[src/assert_macros.svh]
// Assertion helpers shared by the RTL. Each use samples on aclk and is
// switched off while aresetn is low.
`ifndef ASSERT_MACROS_SVH
`define ASSERT_MACROS_SVH

`define TSP_ASSERT_IMP(label, ante, cons, msg) \
    label: assert property (@(posedge aclk) disable iff (!aresetn) (ante) |-> (cons)) \
        else $error(msg);

`define TSP_ASSERT_NXT(label, ante, cons, msg) \
    label: assert property (@(posedge aclk) disable iff (!aresetn) (ante) |=> (cons)) \
        else $error(msg);

`endif

[src/tsp_pkg.sv]
package tsp_pkg;

    localparam int POINTS_PER_DAY = 7;
    localparam int NUM_TABLES     = 3;
    localparam int NUM_DAYS       = 7;
    localparam int NUM_ENTRIES    = NUM_TABLES * NUM_DAYS * POINTS_PER_DAY;
    localparam int DAY_STRIDE     = POINTS_PER_DAY;
    localparam int TABLE_STRIDE   = NUM_DAYS * POINTS_PER_DAY;
    localparam int ADDR_W         = $clog2(NUM_ENTRIES);
    localparam int IDX_W          = (POINTS_PER_DAY > 1) ? $clog2(POINTS_PER_DAY) : 1;
    localparam int TIME_W         = 17;
    localparam int TEMP_W         = 11;
    localparam int PROG_W         = 3;
    localparam int TBL_W          = 2;
    localparam int FUNC_W         = 3;
    localparam int SEC_PER_HOUR   = 3600;
    localparam int SEC_PER_MIN    = 60;

    localparam logic [FUNC_W-1:0] FUNC_SELECT   = 3'd0;
    localparam logic [FUNC_W-1:0] FUNC_SET_OVR  = 3'd1;
    localparam logic [FUNC_W-1:0] FUNC_CLR_OVR  = 3'd2;
    localparam logic [FUNC_W-1:0] FUNC_QUERY    = 3'd3;
    localparam logic [FUNC_W-1:0] FUNC_PROG_ID  = 3'd4;
    localparam logic [FUNC_W-1:0] FUNC_READ_DAY = 3'd5;
    localparam logic [FUNC_W-1:0] FUNC_WR_TEMP  = 3'd6;
    localparam logic [FUNC_W-1:0] FUNC_WR_TIME  = 3'd7;

    localparam logic [PROG_W-1:0] PROG_OFF   = 3'd0;
    localparam logic [PROG_W-1:0] PROG_ON    = 3'd1;
    localparam logic [PROG_W-1:0] PROG_SCHED = 3'd2;
    localparam logic [PROG_W-1:0] PROG_AWAY  = 3'd3;
    localparam logic [PROG_W-1:0] PROG_OVR   = 3'd4;

    localparam logic [TBL_W-1:0] TBL_AWAY = 2'd2;

    localparam logic [TEMP_W-1:0] TEMP_OFF  = 11'd80;
    localparam logic [TEMP_W-1:0] TEMP_ON   = 11'd800;
    localparam logic [TEMP_W-1:0] TEMP_AWAY = 11'd240;

    typedef logic [TIME_W-1:0] time_list_t [7];
    typedef logic [TEMP_W-1:0] temp_list_t [7];

    localparam time_list_t DFLT_SCHED_TIME =
        '{17'd0, 17'd10800, 17'd21600, 17'd30600, 17'd61200, 17'd66600, 17'd85500};
    localparam temp_list_t DFLT_SCHED_TEMP =
        '{11'd320, 11'd336, 11'd352, 11'd272, 11'd336, 11'd360, 11'd320};
    localparam time_list_t DFLT_AWAY_TIME =
        '{17'd0, 17'd18000, 17'd30600, 17'd61200, 17'd64800, 17'd84600, 17'd84600};

    typedef struct packed {
        logic [ADDR_W-1:0] addr;
    } rd_req_t;

    typedef struct packed {
        logic              we_time;
        logic              we_temp;
        logic [ADDR_W-1:0] addr;
        logic [TIME_W-1:0] start;
        logic [TEMP_W-1:0] temp;
    } wr_req_t;

    typedef struct packed {
        logic [TIME_W-1:0] start;
        logic [TEMP_W-1:0] temp;
    } entry_t;

    function automatic logic [2:0] dflt_slot(input logic [IDX_W-1:0] idx);
        logic [2:0] k;
        if (32'(idx) < 7) begin
            k = 3'(idx);
        end else begin
            k = 3'd6;
        end
        return k;
    endfunction

    function automatic logic [TIME_W-1:0] dflt_time(input logic [TBL_W-1:0] tbl,
                                                   input logic [IDX_W-1:0] idx);
        logic [2:0] k;
        k = dflt_slot(idx);
        return (tbl == TBL_AWAY) ? DFLT_AWAY_TIME[k] : DFLT_SCHED_TIME[k];
    endfunction

    function automatic logic [TEMP_W-1:0] dflt_temp(input logic [TBL_W-1:0] tbl,
                                                   input logic [IDX_W-1:0] idx);
        logic [2:0] k;
        k = dflt_slot(idx);
        return (tbl == TBL_AWAY) ? TEMP_AWAY : DFLT_SCHED_TEMP[k];
    endfunction

endpackage

[src/tsp_ram.sv]
module tsp_ram #(
    parameter int WIDTH = 8,
    parameter int DEPTH = 16
) (
    input  logic                                      aclk,
    input  logic                                      we,
    input  logic [((DEPTH > 1) ? $clog2(DEPTH) : 1)-1:0] waddr,
    input  logic [WIDTH-1:0]                          wdata,
    input  logic [((DEPTH > 1) ? $clog2(DEPTH) : 1)-1:0] raddr,
    output logic [WIDTH-1:0]                          rdata
);

    logic [WIDTH-1:0] mem_reg [DEPTH];
    logic [WIDTH-1:0] rdata_reg;

    always_ff @(posedge aclk) begin
        if (we) begin
            mem_reg[waddr] <= wdata;
        end
        rdata_reg <= mem_reg[raddr];
    end

    assign rdata = rdata_reg;

endmodule

[src/tsp_store.sv]
module tsp_store
    import tsp_pkg::*;
(
    input  logic    aclk,
    input  logic    aresetn,
    input  rd_req_t rd_req,
    input  wr_req_t wr_req,
    output logic    init_done,
    output entry_t  rd_entry
);

    localparam logic [IDX_W-1:0] LAST_IDX = IDX_W'(POINTS_PER_DAY - 1);
    localparam logic [2:0]       LAST_DAY = 3'(NUM_DAYS - 1);
    localparam logic [TBL_W-1:0] LAST_TBL = TBL_W'(NUM_TABLES - 1);

    // After reset the default points are loaded, one point a cycle.
    logic               init_done_reg;
    logic [TBL_W-1:0]   init_tbl_reg;
    logic [2:0]         init_day_reg;
    logic [IDX_W-1:0]   init_idx_reg;
    logic [ADDR_W-1:0]  init_addr_reg;
    logic               we_time;
    logic               we_temp;
    logic [ADDR_W-1:0]  waddr;
    logic [TIME_W-1:0]  wtime;
    logic [TEMP_W-1:0]  wtemp;
    logic [TIME_W-1:0]  ram_time;
    logic [TEMP_W-1:0]  ram_temp;

    assign we_time = !init_done_reg || wr_req.we_time;
    assign we_temp = !init_done_reg || wr_req.we_temp;
    assign waddr   = init_done_reg ? wr_req.addr : init_addr_reg;
    assign wtime   = init_done_reg ? wr_req.start : dflt_time(init_tbl_reg, init_idx_reg);
    assign wtemp   = init_done_reg ? wr_req.temp : dflt_temp(init_tbl_reg, init_idx_reg);

    tsp_ram #(.WIDTH(TIME_W), .DEPTH(NUM_ENTRIES)) u_time_ram (
        .aclk  (aclk),
        .we    (we_time),
        .waddr (waddr),
        .wdata (wtime),
        .raddr (rd_req.addr),
        .rdata (ram_time)
    );

    tsp_ram #(.WIDTH(TEMP_W), .DEPTH(NUM_ENTRIES)) u_temp_ram (
        .aclk  (aclk),
        .we    (we_temp),
        .waddr (waddr),
        .wdata (wtemp),
        .raddr (rd_req.addr),
        .rdata (ram_temp)
    );

    always_ff @(posedge aclk) begin
        if (!aresetn) begin
            init_done_reg <= 1'b0;
            init_tbl_reg  <= '0;
            init_day_reg  <= '0;
            init_idx_reg  <= '0;
            init_addr_reg <= '0;
        end else if (!init_done_reg) begin
            init_addr_reg <= init_addr_reg + ADDR_W'(1);
            if (init_idx_reg == LAST_IDX) begin
                init_idx_reg <= '0;
                if (init_day_reg == LAST_DAY) begin
                    init_day_reg <= '0;
                    if (init_tbl_reg == LAST_TBL) begin
                        init_done_reg <= 1'b1;
                    end else begin
                        init_tbl_reg <= init_tbl_reg + TBL_W'(1);
                    end
                end else begin
                    init_day_reg <= init_day_reg + 3'd1;
                end
            end else begin
                init_idx_reg <= init_idx_reg + IDX_W'(1);
            end
        end
    end

    assign init_done      = init_done_reg;
    assign rd_entry.start = ram_time;
    assign rd_entry.temp  = ram_temp;

endmodule

[src/thermostat_schedule_programmer.sv]
// Two-zone heating programmer with zone 1, zone 2 and away weekly tables.
// Input words arrive on s_valid/s_ready and carry a function code with its
// operands; result words leave on m_valid/m_ready, m_last marking the final
// word of each input word. Select, override, clear and table writes give
// no word. A program id query, or a setpoint query on the off, on or
// override program, gives one word through ST_DELIVER into the output register.
// A setpoint query on the schedule or away program walks the day's points
// through the shared table read port and comparator, one point a cycle.
// A day read gives POINTS_PER_DAY words, each read in ST_RD_PRIME and
// presented from ST_RD_OUT, as the table read is registered. s_ready is
// high only in idle, so no input word is taken before the last one is done.
// A result word is held in the output register while m_ready is low; the
// next input word is still accepted, but any further result waits for it.
// After reset both zones run the off program and no override is saved. The
// tables are then loaded with their default points, one point a cycle, so
// s_ready stays low until all NUM_ENTRIES (147) points are loaded.
module thermostat_schedule_programmer
    import tsp_pkg::*;
(
    input  logic              aclk,
    input  logic              aresetn,
    input  logic              s_valid,
    output logic              s_ready,
    input  logic [FUNC_W-1:0] s_func,
    input  logic              s_zone,
    input  logic [2:0]        s_program_select,
    input  logic [TBL_W-1:0]  s_table_select,
    input  logic [2:0]        s_day,
    input  logic [2:0]        s_entry_index,
    input  logic [TEMP_W-1:0] s_temperature,
    input  logic [TIME_W-1:0] s_start_time,
    input  logic [2:0]        s_weekday,
    input  logic [4:0]        s_hour,
    input  logic [5:0]        s_minute,
    output logic              m_valid,
    input  logic              m_ready,
    output logic [TEMP_W-1:0] m_setpoint_temp,
    output logic [PROG_W-1:0] m_program_id,
    output logic [TIME_W-1:0] m_entry_time,
    output logic [TEMP_W-1:0] m_entry_temp,
    output logic              m_last
);

    typedef enum logic [2:0] {
        ST_IDLE,
        ST_WALK_PRIME,
        ST_WALK,
        ST_RD_PRIME,
        ST_RD_OUT,
        ST_DELIVER
    } state_t;

    localparam logic [IDX_W-1:0] LAST_IDX = IDX_W'(POINTS_PER_DAY - 1);

    state_t             state_reg, state_next;
    logic [PROG_W-1:0]  active_reg [2];
    logic [PROG_W-1:0]  active_next [2];
    logic [PROG_W-1:0]  saved_reg [2];
    logic [PROG_W-1:0]  saved_next [2];
    logic               saved_valid_reg [2];
    logic               saved_valid_next [2];
    logic [TEMP_W-1:0]  ovr_temp_reg [2];
    logic [TEMP_W-1:0]  ovr_temp_next [2];
    logic [ADDR_W-1:0]  addr_reg, addr_next;
    logic [ADDR_W-1:0]  last_addr_reg, last_addr_next;
    logic [IDX_W-1:0]   ridx_reg, ridx_next;
    logic [IDX_W-1:0]   chk_reg, chk_next;
    logic [TIME_W-1:0]  now_reg, now_next;
    logic [TEMP_W-1:0]  sel_reg, sel_next;
    logic [TEMP_W-1:0]  res_sp_reg, res_sp_next;
    logic [PROG_W-1:0]  res_prog_reg, res_prog_next;
    logic               m_valid_reg, m_valid_next;
    logic [TEMP_W-1:0]  m_sp_reg, m_sp_next;
    logic [PROG_W-1:0]  m_prog_reg, m_prog_next;
    logic [TIME_W-1:0]  m_time_reg, m_time_next;
    logic [TEMP_W-1:0]  m_temp_reg, m_temp_next;
    logic               m_last_reg, m_last_next;

    rd_req_t            rd_req;
    wr_req_t            wr_req;
    entry_t             rd_entry;

    logic               init_done;
    logic               accept;
    logic               out_free;
    logic               tbl_ok;
    logic               idx_ok;
    logic [2:0]         today;
    logic [TBL_W-1:0]   walk_tbl;
    logic [ADDR_W-1:0]  walk_base;
    logic [ADDR_W-1:0]  day_base;
    logic [TIME_W-1:0]  now_calc;

    tsp_store u_store (
        .aclk      (aclk),
        .aresetn   (aresetn),
        .rd_req    (rd_req),
        .wr_req    (wr_req),
        .init_done (init_done),
        .rd_entry  (rd_entry)
    );

    assign s_ready  = (state_reg == ST_IDLE) && init_done;
    assign accept   = s_valid && s_ready;
    assign out_free = !m_valid_reg || m_ready;

    assign tbl_ok   = (32'(s_table_select) < NUM_TABLES) && (s_day != 3'd0);
    assign idx_ok   = 32'(s_entry_index) < POINTS_PER_DAY;
    assign today    = (s_weekday >= 3'd2) ? (s_weekday - 3'd2) : 3'd6;
    assign walk_tbl = (active_reg[s_zone] == PROG_SCHED) ? {1'b0, s_zone} : TBL_AWAY;
    assign now_calc = TIME_W'(s_hour) * TIME_W'(SEC_PER_HOUR)
                    + TIME_W'(s_minute) * TIME_W'(SEC_PER_MIN);

    assign walk_base = ADDR_W'(walk_tbl) * ADDR_W'(TABLE_STRIDE)
                     + ADDR_W'(today) * ADDR_W'(DAY_STRIDE);
    assign day_base  = ADDR_W'(s_table_select) * ADDR_W'(TABLE_STRIDE)
                     + ADDR_W'(s_day - 3'd1) * ADDR_W'(DAY_STRIDE);

    assign rd_req.addr = addr_reg;

    always_comb begin
        state_next       = state_reg;
        active_next      = active_reg;
        saved_next       = saved_reg;
        saved_valid_next = saved_valid_reg;
        ovr_temp_next    = ovr_temp_reg;
        addr_next        = addr_reg;
        last_addr_next   = last_addr_reg;
        ridx_next        = ridx_reg;
        chk_next         = chk_reg;
        now_next         = now_reg;
        sel_next         = sel_reg;
        res_sp_next      = res_sp_reg;
        res_prog_next    = res_prog_reg;
        m_valid_next     = m_valid_reg && !m_ready;
        m_sp_next        = m_sp_reg;
        m_prog_next      = m_prog_reg;
        m_time_next      = m_time_reg;
        m_temp_next      = m_temp_reg;
        m_last_next      = m_last_reg;

        wr_req.we_time = 1'b0;
        wr_req.we_temp = 1'b0;
        wr_req.addr    = day_base + ADDR_W'(s_entry_index);
        wr_req.start   = s_start_time;
        wr_req.temp    = s_temperature;

        unique case (state_reg)
            ST_IDLE: begin
                if (accept) begin
                    unique case (s_func)
                        FUNC_SELECT: begin
                            if (s_program_select <= PROG_OVR) begin
                                active_next[s_zone] = s_program_select;
                            end
                        end
                        FUNC_SET_OVR: begin
                            if (!saved_valid_reg[s_zone]) begin
                                saved_next[s_zone]       = active_reg[s_zone];
                                saved_valid_next[s_zone] = 1'b1;
                                active_next[s_zone]      = PROG_OVR;
                            end
                            ovr_temp_next[s_zone] = s_temperature;
                        end
                        FUNC_CLR_OVR: begin
                            if (saved_valid_reg[s_zone]) begin
                                active_next[s_zone]      = saved_reg[s_zone];
                                saved_valid_next[s_zone] = 1'b0;
                                saved_next[s_zone]       = PROG_OFF;
                            end
                        end
                        FUNC_QUERY: begin
                            res_prog_next = PROG_OFF;
                            state_next    = ST_DELIVER;
                            case (active_reg[s_zone]) inside
                                PROG_OFF: res_sp_next = TEMP_OFF;
                                PROG_ON:  res_sp_next = TEMP_ON;
                                PROG_SCHED, PROG_AWAY: begin
                                    addr_next      = walk_base;
                                    last_addr_next = walk_base
                                                   + ADDR_W'(POINTS_PER_DAY - 1);
                                    now_next       = now_calc;
                                    sel_next       = '0;
                                    state_next     = ST_WALK_PRIME;
                                end
                                default:  res_sp_next = ovr_temp_reg[s_zone];
                            endcase
                        end
                        FUNC_PROG_ID: begin
                            res_sp_next   = '0;
                            res_prog_next = active_reg[s_zone];
                            state_next    = ST_DELIVER;
                        end
                        FUNC_READ_DAY: begin
                            if (tbl_ok) begin
                                addr_next  = day_base;
                                ridx_next  = '0;
                                state_next = ST_RD_PRIME;
                            end
                        end
                        FUNC_WR_TEMP: begin
                            wr_req.we_temp = tbl_ok && idx_ok;
                        end
                        FUNC_WR_TIME: begin
                            wr_req.we_time = tbl_ok && idx_ok;
                        end
                        default: begin
                        end
                    endcase
                end
            end
            ST_WALK_PRIME: begin
                chk_next   = '0;
                state_next = ST_WALK;
                if (addr_reg != last_addr_reg) begin
                    addr_next = addr_reg + ADDR_W'(1);
                end
            end
            ST_WALK: begin
                // The read address runs one point ahead of the compared point.
                res_prog_next = PROG_OFF;
                if (rd_entry.start > now_reg) begin
                    res_sp_next = sel_reg;
                    state_next  = ST_DELIVER;
                end else if (chk_reg == LAST_IDX) begin
                    res_sp_next = rd_entry.temp;
                    state_next  = ST_DELIVER;
                end else begin
                    sel_next = rd_entry.temp;
                    chk_next = chk_reg + IDX_W'(1);
                    if (addr_reg != last_addr_reg) begin
                        addr_next = addr_reg + ADDR_W'(1);
                    end
                end
            end
            ST_RD_PRIME: begin
                state_next = ST_RD_OUT;
            end
            ST_RD_OUT: begin
                if (out_free) begin
                    m_valid_next = 1'b1;
                    m_sp_next    = '0;
                    m_prog_next  = PROG_OFF;
                    m_time_next  = rd_entry.start;
                    m_temp_next  = rd_entry.temp;
                    m_last_next  = (ridx_reg == LAST_IDX);
                    if (ridx_reg == LAST_IDX) begin
                        state_next = ST_IDLE;
                    end else begin
                        addr_next  = addr_reg + ADDR_W'(1);
                        ridx_next  = ridx_reg + IDX_W'(1);
                        state_next = ST_RD_PRIME;
                    end
                end
            end
            ST_DELIVER: begin
                if (out_free) begin
                    m_valid_next = 1'b1;
                    m_sp_next    = res_sp_reg;
                    m_prog_next  = res_prog_reg;
                    m_time_next  = '0;
                    m_temp_next  = '0;
                    m_last_next  = 1'b1;
                    state_next   = ST_IDLE;
                end
            end
            default: begin
                state_next = ST_IDLE;
            end
        endcase
    end

    always_ff @(posedge aclk) begin
        if (!aresetn) begin
            state_reg   <= ST_IDLE;
            m_valid_reg <= 1'b0;
            for (int z = 0; z < 2; z++) begin
                active_reg[z]      <= PROG_OFF;
                saved_reg[z]       <= PROG_OFF;
                saved_valid_reg[z] <= 1'b0;
                ovr_temp_reg[z]    <= '0;
            end
        end else begin
            state_reg       <= state_next;
            m_valid_reg     <= m_valid_next;
            active_reg      <= active_next;
            saved_reg       <= saved_next;
            saved_valid_reg <= saved_valid_next;
            ovr_temp_reg    <= ovr_temp_next;
        end
        addr_reg      <= addr_next;
        last_addr_reg <= last_addr_next;
        ridx_reg      <= ridx_next;
        chk_reg       <= chk_next;
        now_reg       <= now_next;
        sel_reg       <= sel_next;
        res_sp_reg    <= res_sp_next;
        res_prog_reg  <= res_prog_next;
        m_sp_reg      <= m_sp_next;
        m_prog_reg    <= m_prog_next;
        m_time_reg    <= m_time_next;
        m_temp_reg    <= m_temp_next;
        m_last_reg    <= m_last_next;
    end

    assign m_valid         = m_valid_reg;
    assign m_setpoint_temp = m_sp_reg;
    assign m_program_id    = m_prog_reg;
    assign m_entry_time    = m_time_reg;
    assign m_entry_temp    = m_temp_reg;
    assign m_last          = m_last_reg;

`include "assert_macros.svh"

    `TSP_ASSERT_IMP(a_write_idle, wr_req.we_time || wr_req.we_temp, state_reg == ST_IDLE, "table written outside idle")
    `TSP_ASSERT_IMP(a_walk_bound, state_reg == ST_WALK, addr_reg <= last_addr_reg, "walk read beyond the day")
    `TSP_ASSERT_NXT(a_query_busy, accept && s_func == FUNC_QUERY, !s_ready, "query did not occupy the sequencer")
    `TSP_ASSERT_NXT(a_ovr_saved, accept && s_func == FUNC_SET_OVR && !s_zone, saved_valid_reg[0] && active_reg[0] == PROG_OVR || saved_valid_reg[0], "override left no saved program")

endmodule
[config.mk]
export PLATFORM = sky130hd
export DESIGN_NAME = thermostat_schedule_programmer
export DESIGN_NICKNAME = d
export VERILOG_FILES = /design/src/tsp_pkg.sv /design/src/tsp_ram.sv /design/src/tsp_store.sv /design/src/thermostat_schedule_programmer.sv
export VERILOG_INCLUDE_DIRS = /design/src /design/src/src
export SDC_FILE = /design/constraint.sdc
export NUM_CORES = 2
export LEC_CHECK = 0
export BUFFER_PORTS_ARGS = -buffer_cell sky130_fd_sc_hd__clkbuf_2
export CORE_UTILIZATION = 30
export CTS_BUF_LIST = sky130_fd_sc_hd__clkbuf_16
export DETAILED_ROUTE_END_ITERATION = 8
export HOLD_SLACK_MARGIN = 0.06
export PLACE_DENSITY = 0.43
export SYNTH_ARGS = -nofsm -noshare
export SYNTH_HDL_FRONTEND = slang
export SYNTH_HIERARCHICAL = 1
export SYNTH_MEMORY_MAX_BITS = 65536
export SYNTH_SLANG_ARGS = --single-unit
[constraint.sdc]
create_clock -name aclk -period 10.2 [get_ports aclk]
set_input_delay 1.53 -clock aclk [delete_from_list [all_inputs] [get_ports aclk]]
set_output_delay 1.53 -clock aclk [all_outputs]
set_load 0.02 [all_outputs]
==> results.rst <==
.. list-table::
   :header-rows: 1

   * - Metric
     - Value
   * - Status
     - complete, but fails checks
   * - Failing checks
     - capacitance limit, slew limit
   * - Site row count
     - 277
   * - Worst reg2reg setup slack
     - 4.62 ns
   * - Total area of sequential cells
     - 128000 um2
   * - CTS tree
     - done
   * - Initial Util
     - 30.2%
   * - Routed vias
     - 88.7k
   * - Port Buffer Count
     - 105
   * - Width of the chip
     - 759 um
   * - Placement-stage cell area
     - 182000 um2
   * - Most common library cell in the layout ignoring fill and taps
     - sky130_fd_sc_hd__edfxtp_1
   * - Critical Path End Type
     - register
   * - Internal power
     - 0.0321 W
   * - Number of flip-flops under the largest register name
     - 2499
   * - Routed Antenna Nets
     - 0
   * - Power density over the cells
     - 229 nW/um2
   * - Clock transition at path regs
     - 0.06 ns
   * - Filler Cell Count
     - 53.2k
   * - XOR/XNOR share of the synthesized area
     - 0.362%
   * - Post-layout nets
     - 9395
   * - Main combinational cell family by area after synthesis
     - multiplexers
   * - Drc violations
     - 0
   * - Final worst-path cycle share
     - 70.9%
   * - Number of enable flip-flop cells after synthesis
     - 4221
   * - Avg Cell Area, Syn
     - 19.4 um2
   * - Area of combinational cells with multiple inputs
     - 40600 um2
   * - Slew at the pin closest to its max-slew limit
     - 1.61 ns
   * - Aggregate global routing overflow
     - 0
   * - Clock latency at the later pin of the worst-skew pair
     - 1.06 ns
   * - Stage delay of the slowest cell on the critical path
     - 0.93 ns
   * - Total nets after synthesis
     - 9053
   * - Die span in y
     - 759 um
   * - Maximum resistive drop on vdd
     - 0.000151 V
   * - Hold/Removal Path Class
     - register to register
   * - Wire length of the first global-routing pass
     - 751 mm
   * - Global Route Usage Sum
     - 18.6%
   * - Crit Path Category
     - primary input to register
   * - Relative contribution of combinational cells to total power
     - 19.1%
   * - Ports
     - 106
   * - Via count of the first global-routing pass
     - 89.1k
   * - Number of buffers created by CTS
     - 455
   * - Die Area
     - 575000 um2
   * - Routed vias/inst
     - 5.17
   * - Switching power of the nets
     - 0.0130 W
   * - Post-Synth Simple-Gate Area
     - 3.29%
   * - Critical Path AT
     - 7.78 ns
   * - Data required, critical path
     - 10.75 ns
   * - Critical path fanouts, max
     - 17
   * - Average wire length per cell after detail routing
     - 32.0 um
   * - Number of instances in the synthesized netlist
     - 8872
   * - Largest net degree at the start of global routing
     - 148
   * - Number of hold buffers added after CTS
     - 0
   * - Multiplexer share of the synthesized area
     - 14.6%
   * - Clock sink count
     - 4306
   * - Critical path startpoint category
     - primary input
   * - Initial DRC count
     - 9154
   * - Slew headroom
     - -10.4%
   * - Share of layout cells above drive strength 1
     - 22.3%
   * - Clock Skews
     - 0.133 ns
   * - Area overhead of the layout relative to synthesis
     - 14.6%
   * - Commonest cells after routing, fill and taps aside
     - sky130_fd_sc_hd__edfxtp_1, sky130_fd_sc_hd__mux4_2, sky130_fd_sc_hd__mux2i_1, sky130_fd_sc_hd__clkbuf_16, sky130_fd_sc_hd__nand2_1
   * - Post-synthesis compound-gate area fraction
     - 4.00%
   * - Post-synth design cell area
     - 172000 um2
   * - Final routed wirelength across all metal layers
     - 549 mm
   * - RSZ-0062 raised after global routing
     - false
   * - Leak
     - 64.2 nW
   * - Register share of total power
     - 44.0%
   * - # Max-Cap Violations
     - 2
   * - Min Tclk post-route
     - 7.23 ns
   * - Post-Synth Adder-Cell Area
     - 0.971%
   * - Cell chosen for the clock root
     - sky130_fd_sc_hd__clkbuf_16
   * - Async S/R FF share, synth
     - 0%
   * - Number of buffers inserted to repair setup after CTS
     - 0
   * - Post-route setup TNS
     - 0 ns
   * - Total of flip-flops plus latches after synthesis
     - 4306
   * - Sw frac
     - 28.8%
   * - Final Hold Viols
     - 0
   * - Proportion of power drawn by the clock network
     - 36.8%
   * - Most common cell on crit path
     - sky130_fd_sc_hd__ha_1
   * - Detailed placer's ending HPWL
     - 353 mm
   * - Count of pins over their slew limit
     - 4
   * - Number of antenna violations at the first check in global routing
     - 38
   * - Core Region
     - 569000 um2
   * - Most used flip-flop cell after synthesis
     - sky130_fd_sc_hd__edfxtp_1
   * - Fmax
     - 138 MHz
   * - Cells traversed along the worst timing path
     - clkbuf_2 -> nor3_1 -> ha_1 -> fa_1 -> ha_1 -> ha_1 -> xor2_1 -> nand2_1 -> nor2_1 -> nand3_1 -> xor2_1 -> mux2_2 -> nor2_1 -> nand4_1 -> buf_4 -> or3_1 -> nor2_2
   * - Detailed Routing Iterations Pass 1
     - 5
   * - Post-CTS sizing
     - 0
   * - Sequential fraction of the synthesis area
     - 74.8%
   * - Unique masters post-synth
     - 97
   * - H-tree depth
     - 5
   * - Post-route cell area
     - 197000 um2
   * - Buffer depth of the longest clock path
     - 4
   * - Overall Power
     - 0.0450 W
   * - Syn. warnings
     - 6
   * - Routability Congestion
     - 0.845
   * - Critical-path cell with the highest stage delay
     - sky130_fd_sc_hd__nor2_2
   * - Final setup fails
     - 0
==> cell families after synthesis <==
logic type	count (synthesis)
compound gates	997
xor+xnor	71
fa+ha+maj	120
buf+inv	585
flops	4306
mux	1592
simple gates	1201
==> power groups by stage <==
stage / combinational, W / sequential, W / clock (W)
after floorplan: 0.00517 / 0.0202 / 0
after global placement: 0.00867 / 0.0202 / 0
after detailed placement: 0.00868 / 0.0202 / 0
after CTS: 0.00870 / 0.0198 / 0.0170
after global routing: 0.00896 / 0.0198 / 0.0176
final: 0.00861 / 0.0198 / 0.0166
==> cells in the mapped netlist (64+ instances only) <==
library cell / n / area (um2)
sky130_fd_sc_hd__a21oi_1: 139 / 696
sky130_fd_sc_hd__nand3_1: 81 / 405
sky130_fd_sc_hd__nand2_1: 347 / 1300
sky130_fd_sc_hd__buf_6: 75 / 845
sky130_fd_sc_hd__o22ai_1: 209 / 1310
sky130_fd_sc_hd__ha_1: 98 / 1230
sky130_fd_sc_hd__mux2i_1: 683 / 6840
sky130_fd_sc_hd__buf_4: 68 / 510
sky130_fd_sc_hd__nor2_1: 400 / 1500
sky130_fd_sc_hd__mux4_2: 689 / 15500
sky130_fd_sc_hd__dfxtp_1: 85 / 1700
sky130_fd_sc_hd__inv_1: 86 / 323
sky130_fd_sc_hd__nor3_1: 70 / 350
sky130_fd_sc_hd__and2_1: 64 / 400
sky130_fd_sc_hd__edfxtp_1: 4221 / 127000
sky130_fd_sc_hd__a221oi_1: 131 / 1150
sky130_fd_sc_hd__clkbuf_1: 194 / 728
sky130_fd_sc_hd__mux2_2: 208 / 2340
sky130_fd_sc_hd__a22oi_1: 88 / 661
sky130_fd_sc_hd__o21ai_0: 138 / 691
sky130_fd_sc_hd__buf_2: 107 / 536
==> worst max-delay path, delay by kind of cell <==
kind                     cells  cell delay [ns]
adder cells (fa/ha/maj)      4             1.51
buffers and inverters        2             0.37
multiplexers                 1             0.46
AND/OR/NAND/NOR              8             3.33
XOR/XNOR                     2             0.54
==> metal layers <==
layer | GRT usage, % | wire [um]
met1 | 25.4 | 236000
met2 | 30.9 | 266000
met3 | 2.52 | 29200
met4 | 5.50 | 17600
met5 | 0 | 95
==> path summary, 6_finish.rpt <==
check,from,to,cells past startpoint
setup / recovery,s_day[1],u_store/u_time_ram/mem_reg[51][10],17
hold / removal,ovr_temp_reg[12],ovr_temp_reg[12],2
setup reg to reg,addr_reg[2],u_store/u_temp_ram/rdata[6],8
hold reg to reg,ovr_temp_reg[12],ovr_temp_reg[12],2
==> per-stage QoR <==
step                      hold WS, ns  utilization, %  std cells  worst slack (ns)
after global routing            0.471            34.5      17131              2.72
after floorplan                 0.428               -       8872              1.82
after global placement          0.439            31.9      16290              1.85
after CTS                       0.451            34.5      17128              2.92
final                           0.451            34.5      17149              2.97
after detailed placement        0.443            31.9      16290              1.76
==> layout make-up <==
| cell class | count | share of cell area, % |
|---|---|---|
| Clock inverter | 378 | 1.75 |
| Tap cell | 7533 | 4.79 |
| Multi-Input combinational cell | 3981 | 20.6 |
| Sequential cell | 4306 | 65.3 |
| Antenna cell | 21 | 0.0267 |
| Timing Repair Buffer | 382 | 1.46 |
| Clock buffer | 460 | 5.85 |
| Inverter | 88 | 0.172 |
(Power assumes the default switching activity.)
